## src/rtl/core/rbs_pkg.sv

```systemverilog
// Shared types and codes for the ray/box slab intersection block.
// No dependencies.
package rbs_pkg;

  localparam int NUM_AXES  = 3;
  localparam int NUM_LANES = 6;
  localparam int REG_IDX_W = 3;

  typedef enum logic [2:0] {
    REG_BOX_LO_X = 3'd0,
    REG_BOX_HI_X = 3'd1,
    REG_BOX_LO_Y = 3'd2,
    REG_BOX_HI_Y = 3'd3,
    REG_BOX_LO_Z = 3'd4,
    REG_BOX_HI_Z = 3'd5
  } reg_idx_t;

  typedef enum logic [1:0] {
    AXIS_X = 2'd0,
    AXIS_Y = 2'd1,
    AXIS_Z = 2'd2
  } axis_t;

  typedef struct packed {
    axis_t axis;
    logic  neg;
  } nrm_t;

  localparam logic REQ_EXIT = 1'b1;

endpackage

```

## src/rtl/core/rbs_slab_stage.sv

```systemverilog
// Intersects one axis slab with the running t cover and tracks the normal.
// Depends on rbs_pkg.
module rbs_slab_stage #(
  parameter int            CVW  = 51,
  parameter int            PW   = 569,
  parameter rbs_pkg::axis_t AXIS = rbs_pkg::AXIS_X
) (
  input  logic                  clk,
  input  logic                  rst,
  input  logic                  en,
  input  logic                  in_valid,
  input  logic [PW-1:0]         in_side,
  input  logic signed [CVW-1:0] qa,
  input  logic signed [CVW-1:0] qb,
  input  logic                  zero,
  input  logic                  zmiss,
  input  logic                  exit_req,
  input  logic signed [CVW-1:0] in_cov_lo,
  input  logic signed [CVW-1:0] in_cov_hi,
  input  rbs_pkg::nrm_t         in_nrm,
  input  logic                  in_miss,
  output logic                  out_valid,
  output logic [PW-1:0]         out_side,
  output logic signed [CVW-1:0] out_cov_lo,
  output logic signed [CVW-1:0] out_cov_hi,
  output rbs_pkg::nrm_t         out_nrm,
  output logic                  out_miss
);
  import rbs_pkg::*;

  localparam logic signed [CVW-1:0] UNB_LO = {1'b1, {(CVW-1){1'b0}}};
  localparam logic signed [CVW-1:0] UNB_HI = {1'b0, {(CVW-1){1'b1}}};

  logic signed [CVW-1:0] a, b, lo_next, hi_next;
  logic                  swapped, miss_next;
  nrm_t                  nrm_next;

  always_comb begin
    if (zero) begin
      a       = UNB_LO;
      b       = UNB_HI;
      swapped = 1'b0;
    end else if (qb < qa) begin
      a       = qb;
      b       = qa;
      swapped = 1'b1;
    end else begin
      a       = qa;
      b       = qb;
      swapped = 1'b0;
    end

    miss_next = in_miss | (zero & zmiss) | ~((in_cov_lo <= b) && (a <= in_cov_hi));
    lo_next   = in_cov_lo;
    hi_next   = in_cov_hi;
    nrm_next  = in_nrm;
    if (in_cov_lo < a) begin
      lo_next = a;
      if (exit_req != REQ_EXIT) begin
        nrm_next.axis = AXIS;
        nrm_next.neg  = ~swapped;
      end
    end
    if (b < in_cov_hi) begin
      hi_next = b;
      if (exit_req == REQ_EXIT) begin
        nrm_next.axis = AXIS;
        nrm_next.neg  = swapped;
      end
    end
  end

  always_ff @(posedge clk) begin
    if (rst) begin
      out_valid <= 1'b0;
    end else if (en) begin
      out_valid <= in_valid;
    end
  end

  always_ff @(posedge clk) begin
    if (en) begin
      out_side   <= in_side;
      out_cov_lo <= lo_next;
      out_cov_hi <= hi_next;
      out_nrm    <= nrm_next;
      out_miss   <= miss_next;
    end
  end

endmodule

```

## config.mk

```make
export PLATFORM = sky130hd
export DESIGN_NAME = rbs_slab_stage
export DESIGN_NICKNAME = d
export VERILOG_FILES = /design/src/rtl/core/rbs_pkg.sv /design/src/rtl/core/rbs_slab_stage.sv
export SDC_FILE = /design/constraint.sdc
export NUM_CORES = 1
export LEC_CHECK = 0
export ABC_AREA = 1
export BUFFER_PORTS_ARGS = -buffer_cell sky130_fd_sc_hd__buf_2
export CAP_MARGIN = 40
export CORE_AREA = 2 2 577 579
export CTS_CLUSTER_DIAMETER = 40
export DETAILED_ROUTE_END_ITERATION = 6
export DIE_AREA = 0 0 579 581
export PLACE_DENSITY = 0.3
export SETUP_SLACK_MARGIN = 0.2
export SLEW_MARGIN = 20
export SYNTH_ARGS = -nofsm -noshare
export SYNTH_HDL_FRONTEND = slang
export SYNTH_SLANG_ARGS = --single-unit
```

## constraint.sdc

```tcl
create_clock -name clk -period 11.5 [get_ports clk]
set_input_delay 0 -clock clk [delete_from_list [all_inputs] [get_ports clk]]
set_output_delay 0 -clock clk [all_outputs]
set_load 0.05 [all_outputs]
```

Yosys cells after proc, flatten, opt, wreduce, memory -nomap -nowiden

Cells that the tools add are included.

Register bits: 676
Bits of input ports: 784
Memories: 0
Word-level logic and storage cells: 30
Output and inout port bits: 676
Bits in latches: 0
ROM bits: 0
RAM bits: 0

$add $sub $neg: 0
Mux-type cells: 12
Bitwise logic cells: 5
Reductions and logical operators: 1
Shift operators: 0
Multipliers: 0
Equal/unequal tests: 0
Order comparisons: 5
Divide/modulo/power cells: 0

Operators by type and width:

| kind                | count |
|---|---|
| $mux W51            | 6 |
| $lt A51 B51 Y1      | 3 |
| $le A51 B51 Y1      | 2 |
| $mux W3             | 4 |
| $mux W1             | 2 |
| $not A1 Y1          | 2 |
| $or A1 B1 Y1        | 2 |
| $and A1 B1 Y1       | 1 |
| $logic_and A1 B1 Y1 | 1 |

Depth between registers and ports, before layout

Depth after elaboration: 8
Gate-level depth with buffers: 36
Mapped depth without buffers: 33

Worst setup path before layout

OpenSTA, ideal clock, no wires.

Path type: input -> register
From: input qa[50]
To: register out_cov_hi[1], data pin
Buffers on the path: 4
Setup time: 0.265 ns
Data required time: 11.235 ns
Cell stages on the path: 29
Slack: 7.549 ns
Arrival time: 3.686 ns
Cells stage by stage: inv_1 ha_1 nand2_1 nor2_2 nand2_1 nor2_2 nand2_1 nor2_1 nand2_1 nand3_2 nand2_4 inv_2 buf_2 clkbuf_1 nand2_1 o211ai_1 ha_1 a21oi_1 nor2_1 a211oi_1 o221ai_1 nand2_1 o211ai_1 nor4_1 nand3_1 nand2_2 buf_6 buf_6 o21ai_2

Cells in the longest elaborated chain, start to end: 5

Ends and longest elaborated chain:

| element              | line                 | RTL |
|---|---|---|
| from (decl)          | rbs_slab_stage.sv:13 | `input logic signed [CVW-1:0] qa,` |
| $lt A51 B51 Y1       | rbs_slab_stage.sv:43 | `end else if (qb < qa) begin` |
| $mux W51 (*)         | rbs_slab_stage.sv:43 |  |
| $mux W51 (*)         | rbs_slab_stage.sv:39 | `if (zero) begin` |
| $lt A51 B51 Y1       | rbs_slab_stage.sv:64 | `if (b < in_cov_hi) begin` |
| $mux W51 (*)         | rbs_slab_stage.sv:64 |  |
| via hi_next[1]       | rbs_slab_stage.sv:34 | `logic signed [CVW-1:0] a, b, lo_next, hi_next;` |
| to (signal assigned) | rbs_slab_stage.sv:85 | `out_cov_hi <= hi_next;` |
| to (decl)            | rbs_slab_stage.sv:25 | `output logic signed [CVW-1:0] out_cov_hi,` |

The timed path passes the listed nets; every way through them passes the cells marked *.
A chain may end at the register's enable or synchronous reset.

Worst setup path after layout

From: input qa[50]
To: register out_cov_lo[27], data pin

Cells in the longest elaborated chain, start to end: 5

Ends and longest elaborated chain:

| element              | line                 | RTL |
|---|---|---|
| $lt A51 B51 Y1       | rbs_slab_stage.sv:43 |  |
| $mux W51 (*)         | rbs_slab_stage.sv:43 |  |
| $mux W51 (*)         | rbs_slab_stage.sv:39 |  |
| $lt A51 B51 Y1       | rbs_slab_stage.sv:57 | `if (in_cov_lo < a) begin` |
| $mux W51 (*)         | rbs_slab_stage.sv:57 |  |
| via lo_next[27]      | rbs_slab_stage.sv:34 |  |
| to (signal assigned) | rbs_slab_stage.sv:84 | `out_cov_lo <= lo_next;` |
| to (decl)            | rbs_slab_stage.sv:24 | `output logic signed [CVW-1:0] out_cov_lo,` |

Marks and branches as above.

==> metrics.txt <==
multi-input logic area=7950 um^2; min cycle time layout=7.30 ns; switching share of power=0.340; max_cap viols=0; Max stage delay on crit path=0.63 ns; Vias/cell=3.19; First-pass DRT Iterations=5; min-delay src=in_side[91]; M1 wire length=96800 um; Setup Viol. Count Final=0; Clock transition at path regs=0.04 ns; Worst-Margin Slew=0.979 ns; most frequent cells in the layout=1461 x buf_2, 1375 x dlygate4sd3_1, 675 x edfxtp_1, 335 x nand2_1, 256 x inv_1; Ys Warns=0; vias in the first global route=32300; Pleak=0.0266 uW; PnR worst setup slack=4.20 ns; Worst Hold Class=input port to flop; CTS Sinks=676; sequential power share=0.265; Die ar.=336000 um^2; max-slew violations=0; critical path launch point=qa[50]; met2 wire length=131000 um; Hold Path Stages=2; row count=211; Post-Syn Area=29500 um^2; GP Congestion=0.844; Clock Latency Late Sink=0.83 ns; Core Box Area=330000 um^2; Final Skew=0 ns; #FFs+latches synth=676; total CTS buffers=198; clock share of power=0.488; Nets=6256; clock buffer depth=4; Final ANT Viol Nets=0; met3 wire length=20000 um; Mapped Cells=2214; dpl ws=3.58 ns; initial antenna violation count=215; Worst path slowest cell=buf_4; Final Hold Vio Count=0; Top FF cell, synth=edfxtp_1; Final HPWL DP=220000 um; RSZ-0062 raised after global routing=no; r2r startpoint=out_valid; Fin Hold WS=0.0345 ns; relative slew slack=0.347; Worst setup EP type=flop; commonest non-fill, non-tap cell in the layout=buf_2; PortBufs=1459; top sig layer=met5; WP data arrival=7.82 ns; GRT Total Usage=0.150; final period utilization=0.635; Crit Path Class=input port to flop; VDD IR max=0.000105 V; grt ovf=0; most used cell, CP=nand2_1; r2r worst-path depth=3; Comb pwr share=0.247; fillers=36500; First DRT Iteration DRCs=1855; DRT Wirelength=262000 um; average routed wire per standard cell=26.7 um; crit-path max FO=60; Syn Area/Cell=13.3 um^2; Post-synth EDFFs=675; Worst Path Required=12.01 ns; Yosys cell types=39; CTS H-tree depth=4; status=completed; Area growth, synth to finish=114%; layout cell share with drive strength beyond 1=0.347; CTS tree=yes; startpoint types=input port; Die Ht=581 um; # Post-CTS Setup Buffers=0; via count=31300; Max Fclk=137 MHz; Remaining DRCs=0; Async S/R FF share, synth=0; Starting Density=0.0896; largest net degree at the start of global routing=139; P per Cell Area=186 nW/um^2; Psw=3980 uW; CTS root buf=clkbuf_16; sequential fraction of the synthesis area=0.687; die width=579 um; Top Ports=1460; Sequential Area=20300 um^2; Fin Setup TNS=0 ns; Synth Net Count=3250; Int Pwr=7740 uW; first-pass GRT wire length=329000 um
==> flip-flops by register name, indices dropped and copies added (netlist names) <==
name        cells
out_side      569
out_miss        1
out_valid       1
out_cov_lo     51
out_nrm         3
out_cov_hi     51
==> power by group through the flow <==
| stage | Combinational, uW | Clock (uW) | Sequential, uW |
|---|---|---|---|
| final | 2890 | 5720 | 3110 |
| after global routing | 3070 | 6000 | 3130 |
| after CTS | 2970 | 5880 | 3110 |
| after detailed placement | 2420 | 0 | 3140 |
| after global placement | 2410 | 0 | 3150 |
| after floorplan | 539 | 0 | 3970 |
==> worst paths after layout <==
check | endpoint | slack [ns]
max | out_cov_lo[27] | 4.20
min | out_side[91] | 0.03
max reg2reg | out_valid | 10.35
min reg2reg | out_valid | 1.06
==> cell usage after synthesis (2+ instances only) <==
master	number	area, um^2
o211ai_1	46	345
o21ai_2	50	438
buf_2	3	15.0
edfxtp_1	675	20300
a21oi_1	110	551
clkbuf_1	32	120
nor4b_1	3	26.3
o221ai_1	10	87.6
nand3_2	2	20.0
buf_6	18	203
o21ai_1	28	140
o21ai_0	42	210
a211oi_1	11	82.6
o2111ai_1	3	26.3
nand2_2	5	31.3
nor3_1	74	370
o21a_1	11	82.6
ha_1	252	3150
o221a_2	2	22.5
nand3_1	31	155
nor2_2	2	12.5
nor2_1	161	604
inv_1	257	965
a21o_1	4	30.0
nand4_1	25	156
nor4_1	8	50.1
a221oi_1	2	17.5
nand2_1	335	1260
o21bai_1	2	15.0
==> area by class of cell <==
cell class                 instances  area share
tap                             4366      0.0866
inverter                         258      0.0154
timing repair buffer            2861       0.339
multi-input combinational       1225       0.126
clock buffer                     225      0.0813
clock inverter                   137      0.0268
antenna                           90     0.00357
sequential                       676       0.322
==> per-stage QoR <==
stage	cells	util	total power, uW	instance area (um^2)
after floorplan	2214	-	4510	29500
after global placement	8004	0.128	5560	42200
after detailed placement	8011	0.128	5560	42300
after CTS	9746	0.191	12000	62800
after global routing	9804	0.191	12200	63000
final	9838	0.191	11700	63100
==> worst max-delay path: cells and delay by family <==
| kind | cells | cell delay (ns) |
|---|---|---|
| and+or+nand+nor | 16 | 2.91 |
| adders and majority gates | 2 | 0.77 |
| AOI/OAI and AO/OA | 5 | 1.17 |
| buffers and inverters | 7 | 2.70 |
==> kinds of logic after synthesis <==
| kind of cell | count (synthesis) | synth area share |
|---|---|---|
| and+or+nand+nor | 649 | 0.0917 |
| muxes | 2 | 0.000720 |
| DFF | 676 | 0.687 |
| adders and majority gates | 252 | 0.107 |
| AOI/OAI and AO/OA | 322 | 0.0695 |
| buffers and inverters | 313 | 0.0445 |
==> layer usage <==
| layer | track usage | vias to the layer above |
|---|---|---|
| met3 | 0.0449 | 521 |
| met4 | 0.0689 | 68 |
| met1 | 0.160 | 15100 |
| li1 | - | 14200 |
| met5 | 0 | - |
| met2 | 0.269 | 1438 |
==> repair_timing <==
item,CTS,global route
hold buffers,1373,2
setup endpoints to repair,0,0
resized for setup,0,0
endpoints found under the hold margin,755,2
No activity file was read; power rests on OpenSTA's default activity.
