`src/rtl/core/rbs_pkg.sv`:
```
// Shared types and codes for the ray/box slab intersection block.
// No dependencies.
package rbs_pkg;

  localparam int NUM_AXES  = 3;
  localparam int NUM_LANES = 6;
  localparam int REG_IDX_W = 3;

  typedef enum logic [2:0] {
    REG_BOX_LO_X = 3'd0,
    REG_BOX_HI_X = 3'd1,
    REG_BOX_LO_Y = 3'd2,
    REG_BOX_HI_Y = 3'd3,
    REG_BOX_LO_Z = 3'd4,
    REG_BOX_HI_Z = 3'd5
  } reg_idx_t;

  typedef enum logic [1:0] {
    AXIS_X = 2'd0,
    AXIS_Y = 2'd1,
    AXIS_Z = 2'd2
  } axis_t;

  typedef struct packed {
    axis_t axis;
    logic  neg;
  } nrm_t;

  localparam logic REQ_EXIT = 1'b1;

endpackage

```
`src/rtl/core/rbs_div_cell.sv`:
```
// One restoring-division step for all six slab quotients of a ray.
// Depends on rbs_pkg.
module rbs_div_cell #(
  parameter int CW = 32,
  parameter int NW = 49,
  parameter int SW = 269
) (
  input  logic                                       clk,
  input  logic                                       rst,
  input  logic                                       en,
  input  logic                                       in_valid,
  input  logic [rbs_pkg::NUM_LANES-1:0][CW-1:0]      in_rem,
  input  logic [rbs_pkg::NUM_LANES-1:0][NW-1:0]      in_nq,
  input  logic [rbs_pkg::NUM_LANES-1:0][CW-1:0]      in_d,
  input  logic [SW-1:0]                              in_side,
  output logic                                       out_valid,
  output logic [rbs_pkg::NUM_LANES-1:0][CW-1:0]      out_rem,
  output logic [rbs_pkg::NUM_LANES-1:0][NW-1:0]      out_nq,
  output logic [rbs_pkg::NUM_LANES-1:0][CW-1:0]      out_d,
  output logic [SW-1:0]                              out_side
);
  import rbs_pkg::*;

  logic [CW:0]   r2   [NUM_LANES];
  logic [CW+1:0] diff [NUM_LANES];
  logic [NUM_LANES-1:0][CW-1:0] rem_next;
  logic [NUM_LANES-1:0][NW-1:0] nq_next;

  // The numerator shifts out at the top while quotient bits enter at the bottom.
  always_comb begin
    for (int k = 0; k < NUM_LANES; k++) begin
      r2[k]       = {in_rem[k], in_nq[k][NW-1]};
      diff[k]     = {1'b0, r2[k]} - {2'b00, in_d[k]};
      rem_next[k] = diff[k][CW+1] ? r2[k][CW-1:0] : diff[k][CW-1:0];
      nq_next[k]  = {in_nq[k][NW-2:0], ~diff[k][CW+1]};
    end
  end

  always_ff @(posedge clk) begin
    if (rst) begin
      out_valid <= 1'b0;
    end else if (en) begin
      out_valid <= in_valid;
    end
  end

  always_ff @(posedge clk) begin
    if (en) begin
      out_rem  <= rem_next;
      out_nq   <= nq_next;
      out_d    <= in_d;
      out_side <= in_side;
    end
  end

endmodule

```
`config.mk`:
```
export PLATFORM = sky130hd
export DESIGN_NAME = rbs_div_cell
export DESIGN_NICKNAME = d
export VERILOG_FILES = /design/src/rtl/core/rbs_pkg.sv /design/src/rtl/core/rbs_div_cell.sv
export SDC_FILE = /design/constraint.sdc
export NUM_CORES = 1
export LEC_CHECK = 0
export BUFFER_PORTS_ARGS = -buffer_cell sky130_fd_sc_hd__buf_4
export CAP_MARGIN = 20
export CORE_AREA = 2 2 733 735
export DETAILED_ROUTE_END_ITERATION = 10
export DIE_AREA = 0 0 735 737
export GPL_ROUTABILITY_DRIVEN = 0
export GPL_TIMING_DRIVEN = 0
export PLACE_DENSITY_LB_ADDON = 0.05
export SYNTH_ARGS = -nofsm -noshare
export SYNTH_HDL_FRONTEND = slang
export SYNTH_SLANG_ARGS = --single-unit
```
`constraint.sdc`:
```
create_clock -name clk -period 2.9 [get_ports clk]
set_input_delay 0.29 -clock clk [delete_from_list [all_inputs] [get_ports clk]]
set_output_delay 0.29 -clock clk [all_outputs]
set_load 0.01 [all_outputs]
```
After elaboration in Yosys (flattened, before gate mapping)
Cells that the tools add are included.
{"block": "totals", "reg_bits": 948, "latch_bits": 0, "ram_bits": 0, "mem_bits_ro": 0, "input_bits": 951, "elab_cells": 38, "mem_count": 0}
{"block": "classes", "addsub": 6, "multipliers": 0, "div": 0, "order_cmp": 0, "eq_ne": 0, "n_shift": 0, "mux": 6, "bitwise": 6, "n_reduce_logical": 0}
{"op": "33-bit by 32-bit subtractor with 34-bit output", "count": 6}
{"op": "32-bit 2-to-1 mux", "count": 6}
{"op": "1-bit inverter", "count": 6}

Longest topological paths before layout
Gate-level depths: netlist (run 1).
{"block": "logic_depth", "word_depth": 2, "ltp_mapped": 14, "ltp_nobuf": 13}

Worst setup path before layout (run 1)
Ideal clock, no wire load.
{"block": "synth_path", "path_kind": "input to register", "start": "input in_nq[146] (netlist name)", "end": "register out_rem[94] (netlist name) (data pin)", "arrival_time_ps": 2873, "setup_slack_ps": -231, "cell_stages": 13, "n_path_buf": 0, "path_cell_list": "inv_1 > ha_1 > inv_1 > fa_1 > a211oi_1 > o21bai_1 > o22a_1 > a41o_1 > a211o_1 > a2111oi_1 > o41ai_1 > xnor2_1 > a21oi_1"}
{"element": "start: declaration", "line_no": "rbs_div_cell.sv:13", "text": "input logic [rbs_pkg::NUM_LANES-1:0][NW-1:0] in_nq,"}
{"element": "end signal: assignment", "line_no": "rbs_div_cell.sv:49", "text": "out_rem <= rem_next;"}
{"element": "end: declaration", "line_no": "rbs_div_cell.sv:17", "text": "output logic [rbs_pkg::NUM_LANES-1:0][CW-1:0] out_rem,"}

==> results.cfg, run 1 <==
[floorplan]
die_w_um = 735
core_um2 = 534000
dieArea_um2 = 542000
die_h_um = 737
rows = 269
io_pins = 1899
initial_core_util = 0.0771

[place]
port_buffers = 1898
dp_hpwl_um = 278000

[final_layout]
fillers = 59900
fin_nets = 7010
layout-drive-gt1-share = 0.389
layout_common_cells = buf_4 (1918), dlygate4sd3_1 (1007), edfxtp_1 (947)
area_growth_syn_to_layout_pct = 95.5
layout_commonest_cell = buf_4

[clocking]
numCtsBuffers = 161
htreeDepth = 4
clk_latency_ns = 0.83
clkTransAtPathRegs_ns = 0.05
cts.path.max_buffers = 4
cts-root-buf = clkbuf_16
cts_sinks = 948
cts_tree = done

[global_routing]
gr-total-overflow = 0
grt_use_total = 0.117
antenna_found_initial = 173
grt_start_max_net_pins = 140
grt_first_pass_wirelength_um = 413000
grt_pass1_vias = 38700

[sta]
hold-worst-slack_ns = -0.377
relSlewSlack = 0.228
fin_crit_sh = 0.982
min_period_ns = 2.85
fin_worst_skew_ns = 0
max_freq_ghz = 0.351
final_hold_viol_count = 11
tightest_slew_ns = 1.16
final-setup-viol-count = 0
report.final.slew_viol_count = 0

[run]
maxCapViolCount = 0

[worst_setup_path]
crit_type = input pin to register
cp-end-kind = register
slowest_stage = dlygate4sd3_1
crit_path_max_incr_delay_ns = 0.62
cp.required_ns = 3.48
crit_fanout = 4
cp_cell_sequence = buf_4 > dlygate4sd3_1 > ha_4 > a211o_1 > o22a_2 > a41o_4 > a211o_4 > a2111oi_4 > nor2_1 > xnor2_1 > a21oi_2
critPathLaunchType = input pin
arrival_ns = 3.43

[routing]
drt_iter0_drc = 1488
viasPerCell = 2.77
wl_per_cell_um = 25.4
drt-total-wl_um = 332000
vias = 36300
drc = 0
first_pass_iters = 5
ant_nets = 0

[pwr]
combPwrFrac = 0.224
p_sw_mw = 14.5
swShare = 0.306
fin_total_pwr_mw = 47.5
seq_power_share = 0.361
worst_ir_drop_vdd_mv = 0.477
internal_power_mw = 33.0
p_clk_frac = 0.414
power_density_nw_per_um2 = 589
leakagePower_nw = 32.0

[synthesis]
syn-cell-area_um2 = 41200
syn_inst = 2768
ys_seq_area_frac = 0.690
synth_flop_cell = edfxtp_1
ys_async_sr_fraction = 0
ys_types = 90
synth-seq-cells = 948
syn_avg_cell_area_um2 = 14.9
ys_warn_count = 0
synth_fp_nets = 3917
synth-edff-count = 947

[outcome]
status = complete, but fails checks
violations = negative hold slack

[hold_path]
hold_path_class = input pin to register
-- cells in the mapped netlist (all sizes together), types with 26 or more instances --
master  number  area share
xnor2      103       0.022
xor2        59       0.013
mux2       136       0.040
nor2       159       0.014
edfxtp     947        0.69
o21a        26      0.0047
a21o        84       0.015
a21oi      204       0.025
nor3        34      0.0041
nand3       38      0.0046
nand2      116       0.011
o21ai       89       0.011
inv        243       0.022
ha         192       0.058
-- per-stage QoR --
stage | util | TNS, ns | instance area, um2 | instances | worst slack (ns)
floorplan | - | -0.0184 | 41300 | 2768 | -0.0155
global placement | 0.120 | -9656.46 | 64300 | 11700 | -10.48
finish | 0.151 | 0 | 80600 | 13100 | 0.0530
global route | 0.151 | -0.00213 | 80500 | 13100 | -0.00213
detailed placement | 0.121 | -352.39 | 64600 | 11700 | -2.03
CTS | 0.149 | 0 | 79700 | 13000 | 0.00372
-- layout make-up --
type,count,area [um2],area share
repair buffers,2935,24800,0.308
well taps,7046,8820,0.109
clock inverters,68,732,0.00909
flip-flops and latches,948,28500,0.353
plain buffers,37,312,0.00387
clock buffers,220,4310,0.0535
diodes,63,158,0.00196
inverters,243,923,0.0115
multi-input cells,1535,12000,0.149
-- repair_timing --
item,4_1_cts,5_1_grt
endpoints found under the hold margin,1002,47
resized for setup,54,58
buffers inserted,7,11
cloned,0,1
endpoints found under the setup margin,151,155
hold buffers,972,38
pin swaps,5,20
-- final timing paths --
path	start	end	slack [ns]	depth (start not counted)
hold / removal	in_d[161]	out_d[161]	-0.38	1
setup reg to reg	out_valid	out_valid	1.76	3
hold reg to reg	out_valid	out_valid	1.05	3
setup / recovery	in_rem[70]	out_rem[86]	0.05	11
-- registers in the layout (all words and copies together) (netlist names) --
signal     count
out_valid      1
out_nq       294
out_d        192
out_side     269
out_rem      192
-- cells by family after synthesis --
group,share of synthesized area
adder cells (fa/ha/maj),0.0612
flip-flops,0.690
buffers and inverters,0.0278
AND/OR/NAND/NOR,0.0498
multiplexers,0.0419
AO/OA/AOI/OAI,0.0944
XOR/XNOR,0.0344
-- per-layer routing --
layer	track usage	up-vias	routed length [um]
li1	-	16700	-
met1	0.127	17700	126000
met2	0.199	1427	160000
met3	0.0575	420	36200
met4	0.0332	52	10400
met5	0	-	339
-- worst max-delay path: cells and delay by family --
kind / cells / cell delay (ns)
AO/OA/AOI/OAI: 6 / 1.79
buffers and inverters: 2 / 0.73
adder cells (fa/ha/maj): 1 / 0.29
AND/OR/NAND/NOR: 1 / 0.11
XOR/XNOR: 1 / 0.21
-- power groups by stage --
stage	clock [mW]	combinational [mW]	sequential [mW]
after detailed placement	0	9.63	17.4
after floorplan	0	2.57	18.0
after CTS	21.0	11.1	17.2
after global routing	21.2	11.6	17.3
final	19.7	10.7	17.2
after global placement	0	9.69	17.8
(Power assumes the default switching activity.)
==> inputs of run 2 (changes only) <==
- BUFFER_PORTS_ARGS: -buffer_cell sky130_fd_sc_hd__buf_4 -> not set
- CORE_AREA: 2 2 733 735 -> 2 2 730 732
- DIE_AREA: 0 0 735 737 -> 0 0 732 734
- DONT_BUFFER_PORTS: not set -> 1
==> results.cfg, run 2 (synthesized netlist as in run 1, its figures left out) <==
[clocking]
htreeDepth = 4
cts_sinks = 948
cts.path.max_buffers = 4
cts_tree = done
numCtsBuffers = 155
cts-root-buf = clkbuf_16
clk_latency_ns = 0.85
clkTransAtPathRegs_ns = 0.06

[sta]
hold-worst-slack_ns = -0.515
grt_setup_unrepaired = no
fin_tns_setup_ns = 0
fin_worst_skew_ns = 0
relSlewSlack = -0.0583
tightest_slew_ns = 1.59
final-setup-viol-count = 0
min_period_ns = 2.86
report.final.slew_viol_count = 105
max_freq_ghz = 0.350
fin_crit_sh = 0.985
final_hold_viol_count = 42

[floorplan]
core_um2 = 530000
die_w_um = 732
rows = 268
die_h_um = 734
io_pins = 1899
dieArea_um2 = 537000
initial_core_util = 0.0777

[pwr]
worst_ir_drop_vdd_mv = 0.392
power_density_nw_per_um2 = 636
leakagePower_nw = 24.3

[worst_setup_path]
cp_cell_sequence = dlygate4sd3_1 > ha_1 > nand2_1 > or3_1 > o21a_2 > o21ai_1 > nand2_1 > inv_2 > clkbuf_4 > mux2_1
cp-end-kind = register
cp.required_ns = 3.48
arrival_ns = 3.43
critPathBufInv = 3
crit_type = input pin to register
critPathLaunchType = input pin
crit_top_cell = nand2_1
crit_fanout = 10
crit_path_max_incr_delay_ns = 0.61
slowest_stage = dlygate4sd3_1
crit_family = buffers and inverters

[final_layout]
area_growth_syn_to_layout_pct = 69.1
top_register = out_nq
largest_reg_flops = 294
postLayoutCellArea_um2 = 69700
final_core_util = 0.131
layout_commonest_cell = dlygate4sd3_1
layout_common_cells = dlygate4sd3_1 (1399), edfxtp_1 (947), inv_1 (240)
fin_nets = 5491
top_regs = out_nq x294, out_side x269
layout-drive-gt1-share = 0.0911

[routing]
drt-total-wl_um = 313000
vias = 31200
ant_nets = 0
wl_per_cell_um = 27.1
drt_iter0_drc = 1629
drc = 0
viasPerCell = 2.71
first_pass_iters = 5

[global_routing]
grt_start_max_net_pins = 175
grt_first_pass_wirelength_um = 383000
gr-total-overflow = 0
antenna_found_initial = 171
grt_use_total = 0.110
grt_pass1_vias = 32800

[outcome]
status = complete, but fails checks
violations = negative hold slack, max-slew violations

[place]
dp_hpwl_um = 250000
port_buffers = 0
post_dp_cell_area_um2 = 50300

[hold_path]
hold_path_class = input pin to register

[run]
maxCapViolCount = 0
==> run 2: layout make-up <==
class                           instances  area, um2
Timing Repair Buffer                 1417      14300
Fill cell                           59700     460000
Inverter                              243        916
Buffer                                 42        314
Tap cell                             7020       8780
Clock buffer                          195       4090
Multi-Input combinational cell       1535      11900
Sequential cell                       948      28500
Clock inverter                         79        806
Antenna cell                           54        135
==> run 2: final timing paths <==
kind                      to  cells past startpoint  slack, ns        from
setup reg to reg   out_valid                      3       1.69   out_valid
hold / removal      out_d[0]                      0      -0.51     in_d[0]
setup / recovery  out_rem[4]                     10       0.04  in_rem[20]
hold reg to reg    out_valid                      3       1.14   out_valid
==> run 2: routing by layer <==
metal  global-route usage  share of wire  vias to the layer above
met5                    0        0.00096                        -
met4               0.0223          0.022                       50
met3               0.0550           0.11                      381
met2                0.184           0.47                     1555
met1                0.126           0.40                    15500
li1                     -              -                    13700
==> run 2: repair_timing <==
action | CTS | global route
gates cloned | 0 | 0
hold buffers | 1317 | 82
setup endpoints to repair | 166 | 130
gates resized for setup | 45 | 34
hold endpoints to repair | 982 | 119
buffers inserted | 8 | 2
pin swaps | 4 | 5
==> run 2: per-stage QoR <==
step                setup slack (ns)  total power [mW]  std cells
floorplan                    -0.0155              20.6       2768
finish                        0.0440              44.3      11500
global placement               -2.33              23.7       9788
detailed placement             -2.31              23.9       9796
CTS                          0.00173              45.9      11400
global route                0.000449              46.7      11500
==> run 2: power by group <==
group / internal, mW / switching [mW]
registers: 16.8 / 2.41
clock network: 11.1 / 7.97
logic: 2.89 / 3.17
==> inputs of run 3 (changes only) <==
- CTS_BUF_LIST: not set -> sky130_fd_sc_hd__clkbuf_2
- PLACE_DENSITY_LB_ADDON: 0.05 -> 0.2
- SLEW_MARGIN: not set -> 20
==> results.cfg, run 3 <==
[outcome]
status = stopped before the end
failing_step = 4_1_cts
error = [ERROR RSZ-0060] Max buffer count reached.

[floorplan]
io_pins = 1899
die_h_um = 734
die_w_um = 732
initial_core_util = 0.0777
rows = 268

[place]
port_buffers = 0
dpl.cell_count = 9794
dp_hpwl_um = 295000

[synthesis]
synth_flop_cell = edfxtp_1
synth_commonest_cells = edfxtp_1 (947), inv_1 (241), a21oi_1 (203)
synth_top_area_frac = 0.690
syn-cell-area_um2 = 41200
synth.most_common_cell = edfxtp_1
syn_inst = 2768
ys_seq_area_frac = 0.690
ys_warn_count = 0
synth-edff-count = 947
ys_types = 90
netlist_top_cells_area = edfxtp_1 (69%), ha_1 (5.8%), a21oi_1 (2.5%), inv_1 (2.2%), xnor2_1 (2.2%)
synth_top_area_cell = edfxtp_1
synth_fp_nets = 3917
syn_avg_cell_area_um2 = 14.9
synth-seq-cells = 948
ys_async_sr_fraction = 0

[clocking]
ctsResizeCount = 3
cts_sinks = 948
postCtsSetupBuffers = 3
postCtsHoldBufs = 2070
cts-root-buf = clkbuf_2
numCtsBuffers = 315
htreeDepth = 5
cts.path.max_buffers = 4
==> run 3: cell counts after synthesis <==
No cell type changed its count.
==> run 3: kinds of logic after synthesis <==
kind of cell / after synthesis / synth area share
DFF: 948 / 0.690
AOI/OAI and AO/OA: 580 / 0.0944
and+or+nand+nor: 450 / 0.0498
xor gates and xnor gates: 162 / 0.0344
buffers and inverters: 285 / 0.0278
adders and majority gates: 198 / 0.0612
muxes: 145 / 0.0419
==> run 3: metrics by stage <==
step / setup slack (ns) / TNS, ns / cell area [um2] / utilization
2_1_floorplan: -0.0155 / -0.0184 / 41300 / -
3_3_place_gp: -3.60 / -260.67 / 50100 / 0.0944
3_5_place_dp: -3.21 / -275.16 / 50200 / 0.0947
==> inputs of run 4 (changes only) <==
- CORE_AREA: 2 2 730 732 -> 2 2 738 740
- CTS_BUF_LIST: sky130_fd_sc_hd__clkbuf_2 -> not set
- DIE_AREA: 0 0 732 734 -> 0 0 740 742
- PLACE_DENSITY_LB_ADDON: 0.2 -> 0.15
- clock period: 2.9 -> 3.8 ns (I/O delays scaled with it)
==> results.cfg, run 4 (synthesized netlist as in run 1, its figures left out) <==
[final_layout]
top_regs = out_nq x294, out_side x269
layout-drive-gt1-share = 0.0938
layout_common_cells = dlygate4sd3_1 (957), edfxtp_1 (947), inv_1 (241)
layout_commonest_cell = dlygate4sd3_1
top_register = out_nq
fin_nets = 5033
postLayoutCellArea_um2 = 65200
area_growth_syn_to_layout_pct = 58.2
final_core_util = 0.120
largest_reg_flops = 294

[global_routing]
antenna_found_initial = 245
grt_first_pass_wirelength_um = 421000
grt_use_total = 0.122
grt_pass1_vias = 30600
grt_start_max_net_pins = 153
gr-total-overflow = 0

[worst_setup_path]
crit_family = buffers and inverters
crit_path_max_incr_delay_ns = 0.59
slowest_stage = dlygate4sd3_1
worstSetupStartpoint = in_rem[79]
r2r-start = out_valid
critPathBufInv = 4
r2r_slack_ns = 2.61
arrival_ns = 4.42
crit_type = input pin to register
critPathLaunchType = input pin
r2r_cells = 3
cp-end-kind = register
cp_cell_sequence = dlygate4sd3_1 > ha_2 > nand2_1 > or3_1 > a211o_1 > o21ba_1 > o21ai_2 > o21ai_2 > a41o_1 > buf_4 > buf_4 > nor2_1 > dlygate4sd3_1 > a21oi_2
cp.required_ns = 4.47
timing.rr.end = out_valid
crit_fanout = 10

[sta]
hold-worst-slack_ns = -0.389
final_hold_viol_count = 4
final-setup-viol-count = 0
max_freq_ghz = 0.267
tightest_slew_ns = 1.02
fin_crit_sh = 0.987
grt_setup_unrepaired = yes
min_period_ns = 3.75
finalWorstSetupSlack_ns = 0.0486
fin_worst_skew_ns = 0
relSlewSlack = 0.315
report.final.slew_viol_count = 0

[pwr]
worst_ir_drop_vdd_mv = 0.299
leakagePower_nw = 22.3
fin_total_pwr_mw = 33.5
power_density_nw_per_um2 = 514

[outcome]
violations = negative hold slack
status = complete, but fails checks

[hold_path]
min_to = out_d[128]
hold_depth = 0
min_from = in_d[128]
hold_path_class = input pin to register

[routing]
drt-total-wl_um = 352000
first_pass_iters = 5
drt_iter0_drc = 2333
vias = 30600
viasPerCell = 2.70
drc = 0
wl_per_cell_um = 31.1
ant_nets = 0

[clocking]
cts_tree = done
numCtsBuffers = 147
cts-root-buf = clkbuf_16
cts.path.max_buffers = 4
htreeDepth = 4
cts_sinks = 948
clk_latency_ns = 0.85
postCtsSetupBuffers = 0
clkTransAtPathRegs_ns = 0.06

[floorplan]
die_w_um = 740
io_pins = 1899
dieArea_um2 = 549000
rows = 271
core_um2 = 542000
die_h_um = 742
initial_core_util = 0.0760

[place]
post_dp_cell_area_um2 = 50500
port_buffers = 0
place_ws_ns = -1.47
dp_hpwl_um = 290000

[run]
maxCapViolCount = 0
run 4: final cells by class:
type | count | area, um2
diodes | 103 | 258
plain buffers | 42 | 240
clock buffers | 174 | 3890
clock inverters | 89 | 902
fillers | 61200 | 477000
inverters | 243 | 912
multi-input cells | 1535 | 11700
flip-flops and latches | 948 | 28500
well taps | 7234 | 9050
repair buffers | 967 | 9810
run 4: what timing repair did:
item	4_1_cts	5_1_grt
setup endpoints to repair	58	32
gates resized for setup	5	11
hold buffers	951	7
hold endpoints to repair	1084	11
run 4: how the worst max path moves through the flow:
| stage | to | slack [ns] | cells after the start |
|---|---|---|---|
| 6_report | out_rem[64] | 0.05 | 14 |
| 5_1_grt | out_rem[188] | -0.002 | 14 |
| 4_1_cts | out_rem[140] | 0.005 | 12 |
| 3_5_place_dp | out_rem[113] | -1.47 | 13 |
| 3_3_place_gp | out_rem[158] | -1.85 | 11 |
| 2_1_floorplan | out_rem[94] | 0.58 | 13 |
run 4: worst reg2reg max path: stages (launching register included):
cell	delay, ns
dfxtp_1	0.35
mux2i_1	0.14
nor2_1	0.05
dlygate4sd3_1	0.54
run 4: metal layers:
layer	part of all wire	track usage	wire, um	vias up
met5	0.0011	0	400	-
met4	0.042	0.0442	15000	60
met3	0.096	0.0500	34000	513
met2	0.47	0.203	164000	1940
met1	0.39	0.140	138000	15200
li1	-	-	-	12800
run 4: where the power goes:
| group | switching [mW] | total [mW] | internal, mW |
|---|---|---|---|
| Clock | 5.99 | 14.1 | 8.15 |
| Combinational | 2.42 | 4.26 | 1.84 |
| Sequential | 2.26 | 15.1 | 12.8 |
| Total | 10.7 | 33.5 | 22.8 |
run 4: through the flow:
stage / cells / setup TNS (ns)
3_3_place_gp: 10000 / -101.10
2_1_floorplan: 2768 / 0
6_report: 11300 / 0
4_1_cts: 11200 / 0
5_1_grt: 11300 / -0.00557
3_5_place_dp: 10000 / -99.02
